==> src/bmpe_pkg.sv <==
`timescale 1ns / 1ps

package bmpe_pkg;

  // Field and counter widths
  localparam int LEVEL_W = 9;
  localparam int DIM_W   = 13;
  localparam int CNT_W   = 12;
  localparam int ROW_W   = 15;
  localparam int SIZE_W  = DIM_W + ROW_W;
  localparam int HCNT_W  = 6;

  // Largest image side in pixels
  localparam int MAX_DIM = 4096;

  // File layout constants
  localparam int FILE_HDR_BYTES = 14;
  localparam int INFO_HDR_BYTES = 40;
  localparam int HDR_BYTES      = FILE_HDR_BYTES + INFO_HDR_BYTES;
  localparam int BITS_PER_PIXEL = 24;

  localparam logic [7:0] CHAR_B = 8'h42;
  localparam logic [7:0] CHAR_M = 8'h4D;

  // Queue between front and back
  localparam int Q_DEPTH = 2;
  localparam int Q_PTR_W = $clog2(Q_DEPTH);
  localparam int Q_CNT_W = $clog2(Q_DEPTH + 1);

  // Register map (word index on paddr[2])
  localparam logic REG_WIDTH  = 1'b0;
  localparam logic REG_HEIGHT = 1'b1;

  typedef logic [LEVEL_W-1:0] level_t;
  typedef logic [DIM_W-1:0]   dim_t;

  // One classified pixel, waiting for the byte sequencer
  typedef struct packed {
    logic       hdr;
    logic       img_end;
    logic [1:0] pad;
    logic [7:0] blue;
    logic [7:0] green;
    logic [7:0] red;
  } bmpe_item_t;

  // Byte sequencer phases
  typedef enum logic [1:0] {
    PH_START,
    PH_HEADER,
    PH_PIXEL,
    PH_PAD
  } bmpe_phase_t;

endpackage

==> src/bmpe_ifs.sv <==
`timescale 1ns / 1ps

// Pixel channel
interface bmpe_pixel_if import bmpe_pkg::*; ();
  logic   valid;
  logic   ready;
  level_t red_level;
  level_t green_level;
  level_t blue_level;

  modport source (output valid, red_level, green_level, blue_level, input ready);
  modport sink   (input valid, red_level, green_level, blue_level, output ready);
endinterface

// File byte channel
interface bmpe_byte_if import bmpe_pkg::*; ();
  logic       valid;
  logic       ready;
  logic [7:0] out_byte;
  logic       last_of_run;
  logic       end_of_image;

  modport source (output valid, out_byte, last_of_run, end_of_image, input ready);
  modport sink   (input valid, out_byte, last_of_run, end_of_image, output ready);
endinterface

==> src/bmp24_stream_encoder.sv <==
`timescale 1ns / 1ps

// Streams an uncompressed 24-bit BMP file from pixels given in raster order.
// pixel:  one beat per pixel with red, green and blue levels (9 bits, 256 = 1.0).
// stream: file bytes, one per beat. last_of_run marks the last byte a pixel
//         causes, end_of_image the last byte of the file.
// The first pixel of an image brings the 54 header bytes before its own three
// bytes (blue, green, red); the last pixel of a row adds (width mod 4) zero
// bytes. After the last row the next pixel opens a new file.
// Throughput: one output byte per cycle while the receiver is ready; a pixel
// gives 3 bytes, plus (width mod 4) at row end and 54 for the header; the byte
// sequencer sets this rate. A pixel's first byte passes a queue entry and then
// the output beat register. A two-entry queue lets new pixels in while bytes
// wait. When the receiver stalls, the output beat holds and the queue fills, then
// pixel.ready drops. Reset clears the raster position, the queue and the output,
// and sets width and height to 1. The user writes width and height (APB byte
// addresses 0 and 4) only while no pixel is in flight; the block doesn't enforce it.
module bmp24_stream_encoder import bmpe_pkg::*; (
  input  logic        clk,
  input  logic        rst,
  input  logic        psel,
  input  logic        penable,
  input  logic        pwrite,
  input  logic [2:0]  paddr,
  input  logic [31:0] pwdata,
  output logic [31:0] prdata,
  output logic        pready,
  bmpe_pixel_if.sink  pixel,
  bmpe_byte_if.source stream
);

  dim_t       image_width;
  dim_t       image_height;
  dim_t       wc;
  dim_t       hc;
  logic       push;
  logic       q_ready;
  logic       pop;
  logic       head_valid;
  bmpe_item_t front_item;
  bmpe_item_t head_item;

  // Configuration registers
  assign pready = 1'b1;

  always_ff @(posedge clk) begin
    if (rst) begin
      image_width  <= dim_t'(1);
      image_height <= dim_t'(1);
    end else if (psel && penable && pwrite) begin
      if (paddr[2] == REG_WIDTH) begin
        image_width <= pwdata[DIM_W-1:0];
      end else begin
        image_height <= pwdata[DIM_W-1:0];
      end
    end
  end

  assign prdata = (paddr[2] == REG_HEIGHT) ? 32'(image_height) : 32'(image_width);

  // Clamp dimensions: zero reads as one, oversize as the maximum
  always_comb begin
    if (image_width == '0) begin
      wc = dim_t'(1);
    end else if (image_width > dim_t'(MAX_DIM)) begin
      wc = dim_t'(MAX_DIM);
    end else begin
      wc = image_width;
    end
    if (image_height == '0) begin
      hc = dim_t'(1);
    end else if (image_height > dim_t'(MAX_DIM)) begin
      hc = dim_t'(MAX_DIM);
    end else begin
      hc = image_height;
    end
  end

  bmpe_front u_front (
    .clk     (clk),
    .rst     (rst),
    .wc      (wc),
    .hc      (hc),
    .pixel   (pixel),
    .q_ready (q_ready),
    .push    (push),
    .item    (front_item)
  );

  bmpe_queue u_queue (
    .clk        (clk),
    .rst        (rst),
    .push       (push),
    .push_item  (front_item),
    .in_ready   (q_ready),
    .pop        (pop),
    .head_valid (head_valid),
    .head_item  (head_item)
  );

  bmpe_back u_back (
    .clk        (clk),
    .rst        (rst),
    .wc         (wc),
    .hc         (hc),
    .head_valid (head_valid),
    .head_item  (head_item),
    .pop        (pop),
    .stream     (stream)
  );

endmodule

==> src/bmpe_front.sv <==
`timescale 1ns / 1ps

module bmpe_front import bmpe_pkg::*; (
  input  logic            clk,
  input  logic            rst,
  input  dim_t            wc,
  input  dim_t            hc,
  bmpe_pixel_if.sink      pixel,
  input  logic            q_ready,
  output logic            push,
  output bmpe_item_t      item
);

  logic [CNT_W-1:0] column_count;
  logic [CNT_W-1:0] row_count;
  logic             header_sent;
  logic             row_end;
  logic             img_end;

  // level * 255 / 256, truncated, saturating at 255
  function automatic logic [7:0] level_to_byte(input level_t lv);
    logic [LEVEL_W+7:0] prod;
    begin
      prod = {lv, 8'd0} - (LEVEL_W + 8)'(lv);
      level_to_byte = (prod[LEVEL_W+7:8] > (LEVEL_W)'(255)) ? 8'hFF : prod[15:8];
    end
  endfunction

  assign pixel.ready = q_ready;
  assign push        = pixel.valid && q_ready;

  // Row and image end; a count at or past the limit closes it
  always_comb begin
    row_end = (({1'b0, column_count} + dim_t'(1)) >= wc);
    img_end = row_end && (({1'b0, row_count} + dim_t'(1)) >= hc);
  end

  always_comb begin
    item.hdr     = !header_sent;
    item.img_end = img_end;
    item.pad     = row_end ? wc[1:0] : 2'd0;
    item.blue    = level_to_byte(pixel.blue_level);
    item.green   = level_to_byte(pixel.green_level);
    item.red     = level_to_byte(pixel.red_level);
  end

  // Raster position and header flag
  always_ff @(posedge clk) begin
    if (rst) begin
      column_count <= '0;
      row_count    <= '0;
      header_sent  <= 1'b0;
    end else if (push) begin
      if (row_end) begin
        column_count <= '0;
        if (img_end) begin
          row_count   <= '0;
          header_sent <= 1'b0;
        end else begin
          row_count   <= row_count + CNT_W'(1);
          header_sent <= 1'b1;
        end
      end else begin
        column_count <= column_count + CNT_W'(1);
        header_sent  <= 1'b1;
      end
    end
  end

endmodule

==> src/bmpe_queue.sv <==
`timescale 1ns / 1ps

module bmpe_queue import bmpe_pkg::*; (
  input  logic       clk,
  input  logic       rst,
  input  logic       push,
  input  bmpe_item_t push_item,
  output logic       in_ready,
  input  logic       pop,
  output logic       head_valid,
  output bmpe_item_t head_item
);

  bmpe_item_t         entries [Q_DEPTH];
  logic [Q_PTR_W-1:0] wr_ptr;
  logic [Q_PTR_W-1:0] rd_ptr;
  logic [Q_CNT_W-1:0] fill;

  assign in_ready   = (fill != Q_CNT_W'(Q_DEPTH));
  assign head_valid = (fill != '0);
  assign head_item  = entries[rd_ptr];

  // Entry storage
  always_ff @(posedge clk) begin
    if (push) begin
      entries[wr_ptr] <= push_item;
    end
  end

  // Pointers and fill level
  always_ff @(posedge clk) begin
    if (rst) begin
      wr_ptr <= '0;
      rd_ptr <= '0;
      fill   <= '0;
    end else begin
      if (push) begin
        wr_ptr <= (wr_ptr == Q_PTR_W'(Q_DEPTH - 1)) ? '0 : wr_ptr + Q_PTR_W'(1);
      end
      if (pop) begin
        rd_ptr <= (rd_ptr == Q_PTR_W'(Q_DEPTH - 1)) ? '0 : rd_ptr + Q_PTR_W'(1);
      end
      if (push && !pop) begin
        fill <= fill + Q_CNT_W'(1);
      end else if (pop && !push) begin
        fill <= fill - Q_CNT_W'(1);
      end
    end
  end

endmodule

==> src/bmpe_back.sv <==
`timescale 1ns / 1ps

module bmpe_back import bmpe_pkg::*; (
  input  logic        clk,
  input  logic        rst,
  input  dim_t        wc,
  input  dim_t        hc,
  input  logic        head_valid,
  input  bmpe_item_t  head_item,
  output logic        pop,
  bmpe_byte_if.source stream
);

  // Header byte offsets
  localparam logic [HCNT_W-1:0] OFS_SIZE   = HCNT_W'(2);
  localparam logic [HCNT_W-1:0] OFS_DATA   = HCNT_W'(10);
  localparam logic [HCNT_W-1:0] OFS_INFO   = HCNT_W'(FILE_HDR_BYTES);
  localparam logic [HCNT_W-1:0] OFS_WIDTH  = HCNT_W'(FILE_HDR_BYTES + 4);
  localparam logic [HCNT_W-1:0] OFS_HEIGHT = HCNT_W'(FILE_HDR_BYTES + 8);
  localparam logic [HCNT_W-1:0] OFS_PLANES = HCNT_W'(FILE_HDR_BYTES + 12);
  localparam logic [HCNT_W-1:0] OFS_BPP    = HCNT_W'(FILE_HDR_BYTES + 14);
  localparam logic [HCNT_W-1:0] HDR_LAST   = HCNT_W'(HDR_BYTES - 1);

  bmpe_phase_t              phase;
  bmpe_phase_t              phase_next;
  bmpe_phase_t              eff_phase;
  logic [HCNT_W-1:0]        cnt;
  logic [HCNT_W-1:0]        cnt_next;
  logic [ROW_W-1:0]         row_bytes;
  logic [DIM_W+ROW_W-1:0]   prod;
  logic [SIZE_W-1:0]        size_q;
  logic [31:0]              size32;
  logic [31:0]              w32;
  logic [31:0]              h32;
  logic [7:0]               hdr_byte;
  logic [7:0]               byte_sel;
  logic                     is_last;
  logic                     load;
  logic                     advance;
  logic                     out_valid;
  logic [7:0]               out_byte;
  logic                     out_last;
  logic                     out_eoi;

  // File size, two register stages from the dimension registers
  assign prod = hc * row_bytes;

  always_ff @(posedge clk) begin
    row_bytes <= ROW_W'(wc) + (ROW_W'(wc) << 1) + ROW_W'(wc[1:0]);
    size_q    <= SIZE_W'(prod) + SIZE_W'(HDR_BYTES);
  end

  assign size32 = 32'(size_q);
  assign w32    = 32'(wc);
  assign h32    = 32'(hc);

  // Header byte decoder
  always_comb begin
    unique case (cnt)
      HCNT_W'(0):     hdr_byte = CHAR_B;
      HCNT_W'(1):     hdr_byte = CHAR_M;
      OFS_SIZE:       hdr_byte = size32[7:0];
      OFS_SIZE + 1:   hdr_byte = size32[15:8];
      OFS_SIZE + 2:   hdr_byte = size32[23:16];
      OFS_SIZE + 3:   hdr_byte = size32[31:24];
      OFS_DATA:       hdr_byte = 8'(HDR_BYTES);
      OFS_INFO:       hdr_byte = 8'(INFO_HDR_BYTES);
      OFS_WIDTH:      hdr_byte = w32[7:0];
      OFS_WIDTH + 1:  hdr_byte = w32[15:8];
      OFS_WIDTH + 2:  hdr_byte = w32[23:16];
      OFS_WIDTH + 3:  hdr_byte = w32[31:24];
      OFS_HEIGHT:     hdr_byte = h32[7:0];
      OFS_HEIGHT + 1: hdr_byte = h32[15:8];
      OFS_HEIGHT + 2: hdr_byte = h32[23:16];
      OFS_HEIGHT + 3: hdr_byte = h32[31:24];
      OFS_PLANES:     hdr_byte = 8'd1;
      OFS_BPP:        hdr_byte = 8'(BITS_PER_PIXEL);
      default:        hdr_byte = 8'd0;
    endcase
  end

  // Output register is free when empty or being taken
  assign load    = !out_valid || stream.ready;
  assign advance = head_valid && load;
  assign pop     = advance && is_last;

  // Sequencer: next phase, byte select and end of run
  always_comb begin
    eff_phase = phase;
    if (phase == PH_START) begin
      eff_phase = head_item.hdr ? PH_HEADER : PH_PIXEL;
    end

    byte_sel = 8'd0;
    is_last  = 1'b0;
    unique case (eff_phase)
      PH_HEADER: byte_sel = hdr_byte;
      PH_PIXEL: begin
        case (cnt)
          HCNT_W'(0): byte_sel = head_item.blue;
          HCNT_W'(1): byte_sel = head_item.green;
          default:    byte_sel = head_item.red;
        endcase
        is_last = (cnt == HCNT_W'(2)) && (head_item.pad == 2'd0);
      end
      PH_PAD:   is_last = (cnt[1:0] == head_item.pad - 2'd1);
      default:  byte_sel = 8'd0;
    endcase

    phase_next = phase;
    cnt_next   = cnt;
    if (advance) begin
      if (is_last) begin
        phase_next = PH_START;
        cnt_next   = '0;
      end else begin
        unique case (eff_phase)
          PH_HEADER: begin
            if (cnt == HDR_LAST) begin
              phase_next = PH_PIXEL;
              cnt_next   = '0;
            end else begin
              phase_next = PH_HEADER;
              cnt_next   = cnt + HCNT_W'(1);
            end
          end
          PH_PIXEL: begin
            if (cnt == HCNT_W'(2)) begin
              phase_next = PH_PAD;
              cnt_next   = '0;
            end else begin
              phase_next = PH_PIXEL;
              cnt_next   = cnt + HCNT_W'(1);
            end
          end
          PH_PAD: begin
            phase_next = PH_PAD;
            cnt_next   = cnt + HCNT_W'(1);
          end
          default: begin
            phase_next = PH_START;
            cnt_next   = '0;
          end
        endcase
      end
    end
  end

  always_ff @(posedge clk) begin
    if (rst) begin
      phase <= PH_START;
      cnt   <= '0;
    end else begin
      phase <= phase_next;
      cnt   <= cnt_next;
    end
  end

  // Output beat register
  always_ff @(posedge clk) begin
    if (rst) begin
      out_valid <= 1'b0;
    end else if (load) begin
      out_valid <= head_valid;
    end
  end

  always_ff @(posedge clk) begin
    if (advance) begin
      out_byte <= byte_sel;
      out_last <= is_last;
      out_eoi  <= is_last && head_item.img_end;
    end
  end

  assign stream.valid        = out_valid;
  assign stream.out_byte     = out_byte;
  assign stream.last_of_run  = out_last;
  assign stream.end_of_image = out_eoi;

endmodule

==> src/flat_wrapper.sv <==
// flat-port wrapper written by rule: the top's interface ports become plain ports
module bmp24_stream_encoder_flat import bmpe_pkg::*;
  (clk, rst, psel, penable, pwrite, paddr, pwdata, prdata, pready, pixel_valid, pixel_red_level, pixel_green_level, pixel_blue_level, pixel_ready, stream_valid, stream_out_byte, stream_last_of_run, stream_end_of_image, stream_ready);
  bmpe_pixel_if pixel_i ();
  bmpe_byte_if stream_i ();
  input  logic clk;
  input  logic rst;
  input  logic psel;
  input  logic penable;
  input  logic pwrite;
  input  logic [2:0] paddr;
  input  logic [31:0] pwdata;
  output logic [31:0] prdata;
  output logic pready;
  input wire logic [$bits(pixel_i.valid)-1:0] pixel_valid;
  input wire logic [$bits(pixel_i.red_level)-1:0] pixel_red_level;
  input wire logic [$bits(pixel_i.green_level)-1:0] pixel_green_level;
  input wire logic [$bits(pixel_i.blue_level)-1:0] pixel_blue_level;
  output wire logic [$bits(pixel_i.ready)-1:0] pixel_ready;
  output wire logic [$bits(stream_i.valid)-1:0] stream_valid;
  output wire logic [$bits(stream_i.out_byte)-1:0] stream_out_byte;
  output wire logic [$bits(stream_i.last_of_run)-1:0] stream_last_of_run;
  output wire logic [$bits(stream_i.end_of_image)-1:0] stream_end_of_image;
  input wire logic [$bits(stream_i.ready)-1:0] stream_ready;
  assign pixel_i.valid = pixel_valid;
  assign pixel_i.red_level = pixel_red_level;
  assign pixel_i.green_level = pixel_green_level;
  assign pixel_i.blue_level = pixel_blue_level;
  assign pixel_ready = pixel_i.ready;
  assign stream_valid = stream_i.valid;
  assign stream_out_byte = stream_i.out_byte;
  assign stream_last_of_run = stream_i.last_of_run;
  assign stream_end_of_image = stream_i.end_of_image;
  assign stream_i.ready = stream_ready;
  bmp24_stream_encoder u_core (.clk(clk), .rst(rst), .psel(psel), .penable(penable), .pwrite(pwrite), .paddr(paddr), .pwdata(pwdata), .prdata(prdata), .pready(pready), .pixel(pixel_i), .stream(stream_i));
endmodule
==> config.mk <==
export PLATFORM = sky130hd
export DESIGN_NAME = bmp24_stream_encoder_flat
export DESIGN_NICKNAME = d
export VERILOG_FILES = /design/src/bmpe_pkg.sv /design/src/bmpe_ifs.sv /design/src/bmp24_stream_encoder.sv /design/src/bmpe_front.sv /design/src/bmpe_queue.sv /design/src/bmpe_back.sv /design/src/flat_wrapper.sv
export SDC_FILE = /design/constraint.sdc
export NUM_CORES = 1
export LEC_CHECK = 0
export BUFFER_PORTS_ARGS = -buffer_cell sky130_fd_sc_hd__buf_2
export CORE_MARGIN = 2
export CORE_UTILIZATION = 55
export CTS_CLUSTER_DIAMETER = 30
export DETAILED_ROUTE_END_ITERATION = 10
export PLACE_DENSITY = 0.73
export REMOVE_ABC_BUFFERS = 1
export SKIP_LAST_GASP = 1
export SYNTH_ARGS = -nofsm -noshare
export SYNTH_HDL_FRONTEND = slang
export SYNTH_SLANG_ARGS = --single-unit
==> constraint.sdc <==
create_clock -name clk -period 10.5 [get_ports clk]
set_input_delay 0.525 -clock clk [delete_from_list [all_inputs] [get_ports clk]]
set_output_delay 0.525 -clock clk [all_outputs]
set_load 0.02 [all_outputs]
# == After elaboration in Yosys (flattened, before gate mapping) ==
# Memory sizes are Yosys's and may differ from the RTL's. A register that Yosys moved wholly into a read port is not among the register bits.
# Index checks and enable logic that the tools add are counted.
# totals
in_bits,69
latchBits,0
rom_bits,0
memories,1
register_bits,117
ramBits,56
wordCells,121
output_inout_bits,45
# op_classes
reduce_logical,25
mux,35
div_mod_pow,0
n_addsub,16
eq_ne,19
bitwise,1
n_lt_le_gt_ge,7
n_mul,1
n_shift,0
# mem_list
memory,words,width,read_ports,rd_ports_with_merged_regs,write_ports,line,text
u_core.u_queue.entries,2,28,1,1,1,bmpe_queue.sv:14,bmpe_item_t entries [Q_DEPTH];
# ops
operator,n
case mux 8 bit (14 select lines),1
two-way mux 13 bit,5
subtractor 17 x 9 -> 17 bit,3
equality test 6 x 5 -> 1 bit (second input constant),6
case mux 8 bit (2 select lines),2
adder 28 x 6 -> 28 bit (second input constant),1
multiplier 13 x 15 -> 28 bit,1
greater-than comparator 9 x 8 -> 1 bit (second input constant),3
adder 12 x 1 -> 13 bit (second input constant),2
>= comparator 13 bit,2
greater-than comparator 13 bit (second input constant),2
zero test 13 bit,2
adder 12 x 1 -> 12 bit (second input constant),2
two-way mux 12 bit,2
two-way mux 8 bit,3
two-way mux 6 bit,3
case mux 6 bit (3 select lines),1
adder 13 x 14 -> 15 bit,1
adder 15 x 2 -> 15 bit,1
two-way mux 2 bit,7
equality test 6 x 2 -> 1 bit (second input constant),2
equality test 6 x 3 -> 1 bit (second input constant),2
equality test 6 x 4 -> 1 bit (second input constant),2
logical AND 1 bit,10
20 further kinds,38

# == Longest topological paths before layout ==
# logic_depth
depth_word,8
ltp_mapped,22
depth_no_buf,20

# == By module ==
# A second synthesis with hierarchy kept.
# hier_totals
cells_unflattened,1679
hier_area_um2,15642.5
# by_module_without_submodules
module,area_each_um2,seq_area_each_um2,cells_per_inst,instances
bmpe_back,9087.5,1261.2,1022,1
bmpe_front,2680.1,500.5,373,1
bmpe_queue,2232.1,1781.7,109,1
bmp24_stream_encoder,1642.8,520.5,175,1

# == Worst setup path after synthesis ==
# OpenSTA, ideal clock, no wires.
# synth_path
path_kind,reg2reg
start,register u_core.image_height[12]
end,register u_core.u_back.size_q[24]
setup_time_ns,0.106
stages_incl_launch_ff,23
path_buffers,2
required_ns,10.394
period_less_slack_ns,5.767
arrival_ns,5.661
setup_slack_ns,4.733
path_cell_list,dfxtp_1 > clkbuf_1 > nor2b_1 > buf_1 > and2_1 > fa_1 > inv_1 > fa_1 > inv_1 > fa_1 > inv_1 > fa_1 > inv_1 > fa_1 > ha_1 > ha_1 > a211o_1 > a21oi_1 > a221o_1 > o311ai_2 > o21ai_1 > or4b_1 > o311ai_0
# synth_via
elab_chain_cells,5
word_cells_on_any_way,6
classes_between,add/sub (1); mul (1); order compare (1); mux (2); reduce/logical (1)
# synth_lines
element,line,text
"start, declared",bmp24_stream_encoder.sv:33,dim_t image_height;
"start signal, assigned",bmp24_stream_encoder.sv:49,image_height <= dim_t'(1);
"start signal, assigned",bmp24_stream_encoder.sv:54,image_height <= pwdata[DIM_W-1:0];
greater-than comparator 13 bit,bmp24_stream_encoder.sv:72,end else if (image_height > dim_t'(MAX_DIM)) begin
two-way mux 13 bit,bmp24_stream_encoder.sv:72,
two-way mux 13 bit *,bmp24_stream_encoder.sv:70,if (image_height == '0) begin
multiplier 13 x 15 -> 28 bit *,bmpe_back.sv:46,assign prod = hc * row_bytes;
adder 28 x 6 -> 28 bit *,bmpe_back.sv:50,size_q <= SIZE_W'(prod) + SIZE_W'(HDR_BYTES);
"end signal, assigned",bmpe_back.sv:50,
"end, declared",bmpe_back.sv:31,logic [SIZE_W-1:0] size_q;
# Mark *: on every way between the ends. The rest lies on a longest branch, timed or not.
# A chain may end at the register's enable or synchronous reset.

# == Worst setup path in the final report ==
# Ends and elaborated chain as after synthesis.

==> metrics.csv <==
stage;metric;value;unit
run_status;outcome;finished clean;
timing;tightest_slew;1.01;ns
finish;layout_common_cells;227 x nand2_1, 177 x inv_1, 156 x ha_1;
drt;drtIter0Drc;844;
finish;layout.nets;2015;
critical_path;start_kind;register;
clocking;cts_made_buffers;17;
global_routing;grt_usage;25.3;%
timing;drv_slew;0;
timing;finalWorstSetupSlack;4.06;ns
logic_synthesis;netlist-cell-type-count;73;
timing;hold_violations;0;
logic_synthesis;synth_edf_count;66;
global_routing;gr-total-overflow;0;
critical_path;critPathMaxFanout;30;
logic_synthesis;ys_ff_latch;170;
drt;via_count;11678;
clocking;clk_pin_slew;0.07;ns
finish;layout-drive-gt1-share;9.04;%
drt;wirelength;34.8;mm
clocking;htree_num_levels;4;
power_and_ir_drop;p_leak;7.59;nW
clocking;cts_hold_buf;0;
drt;viasPerCell;5.78;
power_and_ir_drop;ir_worst_vdd;0.207;mV
floorplan;die_area;28500;µm²
logic_synthesis;async_flop_share;0;%
drt;ant_nets;0;
place;pre_cts_ws;4.11;ns
clocking;postCtsSetupBuffers;0;
logic_synthesis;synth_warnings;0;
logic_synthesis;yosys-top-cells-area;fa_1 16%, dfxtp_1 14%, edfxtp_1 13%;
global_routing;grt_pass1_wl;58.1;mm
floorplan;start_util;55.8;%
finish;final_common_cell;nand2_1;
floorplan;die_y;169;µm
clocking;cts_resized;0;
logic_synthesis;synth_cells;1633;
critical_path;cp_data_arrival_time;6.74;ns
finish;diodes;0;
place;portBuffers;72;
power_and_ir_drop;powerDensity;127;nW/µm²
finish;area_delta_synth_final;7.45;%
timing;finalSetupViolCount;0;
place;gp_congestion;0.876;
clocking;cts_tree;built;
global_routing;antenna_found_initial;0;
floorplan;die_x;169;µm
timing;min_period;6.44;ns
drt;drt_first_pass_iters;5;
global_routing;grt_max_degree;56;
place;hpwl;26.1;mm
critical_path;crit_type;reg2reg;
critical_path;endpoint_kind;register;
timing;final_min_period_over_clock_period;61.4;%
timing;tns;0;ns
timing;hold_ws;0.335;ns
timing;skew;0.0158;ns
drt;drc;0;
floorplan;core_area;26800;µm²
timing;relSlewSlack;32.6;%
floorplan;ios;114;
logic_synthesis;synth_top_cell_by_area;fa_1;
floorplan;placementRows;60;
timing;fmax;155;MHz
clocking;cts_max_path_buffers;2;
clocking;root_buffer;clkbuf_16;
clocking;clk_latency;0.44;ns
drt;wl_per_cell;17.2;µm
critical_path;r2r_slack;4.06;ns
logic_synthesis;syn_avg_cell_area;9.16;µm²
worst_hold_path;hp-class;in2reg;
logic_synthesis;ys_seq_area_share;27.2;%
run;drv_cap;0;
logic_synthesis;yosys.area.top_type_share;16.3;%
logic_synthesis;synth_area;15000;µm²
power_and_ir_drop;total_power;2.05;mW
critical_path;required;10.80;ns
timing;rsz0062_at_grt;false;
clocking;clock_sinks;170;
global_routing;grt_pass1_vias;11644;
logic_synthesis;synthFlopType;dfxtp_1;
worst paths after layout:
kind | start | endpoint | cells after the start
max | u_core.image_height[12] | u_core.u_back.size_q[24] | 19
max reg2reg | u_core.image_height[12] | u_core.u_back.size_q[24] | 19
min | pwdata[6] | u_core.image_height[6] | 3
min reg2reg | u_core.u_back.phase[0] | u_core.u_back.phase[0] | 2
cell usage after synthesis (4+ instances only):
| cell type | instances |
|---|---|
| or3_1 | 5 |
| xor2_1 | 28 |
| buf_2 | 9 |
| buf_4 | 20 |
| nor2b_1 | 21 |
| a21boi_0 | 5 |
| a22oi_1 | 20 |
| a211oi_1 | 14 |
| a21o_1 | 17 |
| dfxtp_1 | 104 |
| nand3_1 | 47 |
| nand2_1 | 227 |
| a22o_1 | 10 |
| nor2_1 | 61 |
| ha_1 | 156 |
| fa_1 | 122 |
| mux2_2 | 11 |
| a31oi_1 | 18 |
| clkbuf_1 | 54 |
| a21oi_1 | 87 |
| nand4_1 | 16 |
| o211ai_1 | 5 |
| xnor2_1 | 49 |
| and2_1 | 87 |
| inv_1 | 177 |
| a211o_1 | 4 |
| buf_1 | 6 |
| nand2b_1 | 14 |
| or2_2 | 6 |
| nor4_1 | 8 |
| mux2i_1 | 6 |
| edfxtp_1 | 66 |
| nor3_1 | 12 |
| a311o_1 | 4 |
| and3_1 | 27 |
| a32o_1 | 4 |
| o21ai_0 | 31 |
| a221oi_1 | 6 |
flip-flops by register name, indices dropped and copies added (netlist names), 2 cells and up, named ones only:
| name | cells |
|---|---|
| u_core.image_height | 13 |
| u_core.image_width | 13 |
| u_core.u_back.cnt | 6 |
| u_core.u_back.phase | 2 |
| u_core.u_back.row_bytes | 13 |
| u_core.u_back.size_q | 26 |
| u_core.u_back.stream.out_byte | 8 |
| u_core.u_front.column_count | 12 |
| u_core.u_front.row_count | 12 |
| u_core.u_queue.entries | 56 |
| u_core.u_queue.fill | 2 |
worst max-delay path: stages, from the launching register on:
cell,delay [ns]
dfxtp_1,0.31
buf_4,0.23
nor2b_1,0.81
and2_1,0.27
fa_1,0.40
inv_1,0.09
fa_1,0.38
inv_1,0.09
fa_1,0.43
fa_1,0.49
fa_1,0.52
ha_1,0.31
ha_1,0.38
a211o_1,0.29
a21oi_1,0.18
a221o_1,0.18
o311ai_2,0.17
o21ai_1,0.18
or4b_1,0.45
o311ai_0,0.14
per-layer routing:
| metal | vias to the layer above | wire length [µm] | GRT usage [%] |
|---|---|---|---|
| li1 | 5575 | - | - |
| met1 | 5680 | 15100 | 33.4 |
| met2 | 364 | 17200 | 43.9 |
| met3 | 59 | 1820 | 3.32 |
| met4 | 0 | 673 | 7.12 |
| met5 | - | 0 | 0 |
cells by family (layout without fill, tap and decap cells):
group	count (synthesis)	in the layout	synth area share, %
compound gates	269	269	12.2
simple gates	552	552	18.2
other cells	2	20	0.0502
mux	17	17	1.23
xor+xnor	77	77	4.51
buf+inv	268	298	7.35
fa+ha+maj	278	278	29.4
flops	170	170	27.2
through the flow:
step,std cells,cell area [µm²],utilization (%)
floorplan,1561,14600,-
detailed placement,1990,15500,57.9
global placement,1990,15500,57.9
finish,2022,16100,60.0
global route,2022,16100,60.0
CTS,2022,16100,60.0
where the power goes:
group          switching (mW)  internal [mW]  total [mW]
registers              0.0544          0.794       0.848
clock network           0.279          0.333       0.612
logic                   0.381          0.205       0.586
cell type report:
cell class	count	area, µm²
tap	341	427
inverter	178	668
clock buffer	18	429
timing repair buffer	88	480
fill	2277	10700
clock inverter	14	138
multi-input combinational	1213	9870
sequential	170	4060
(Power assumes the default switching activity.)
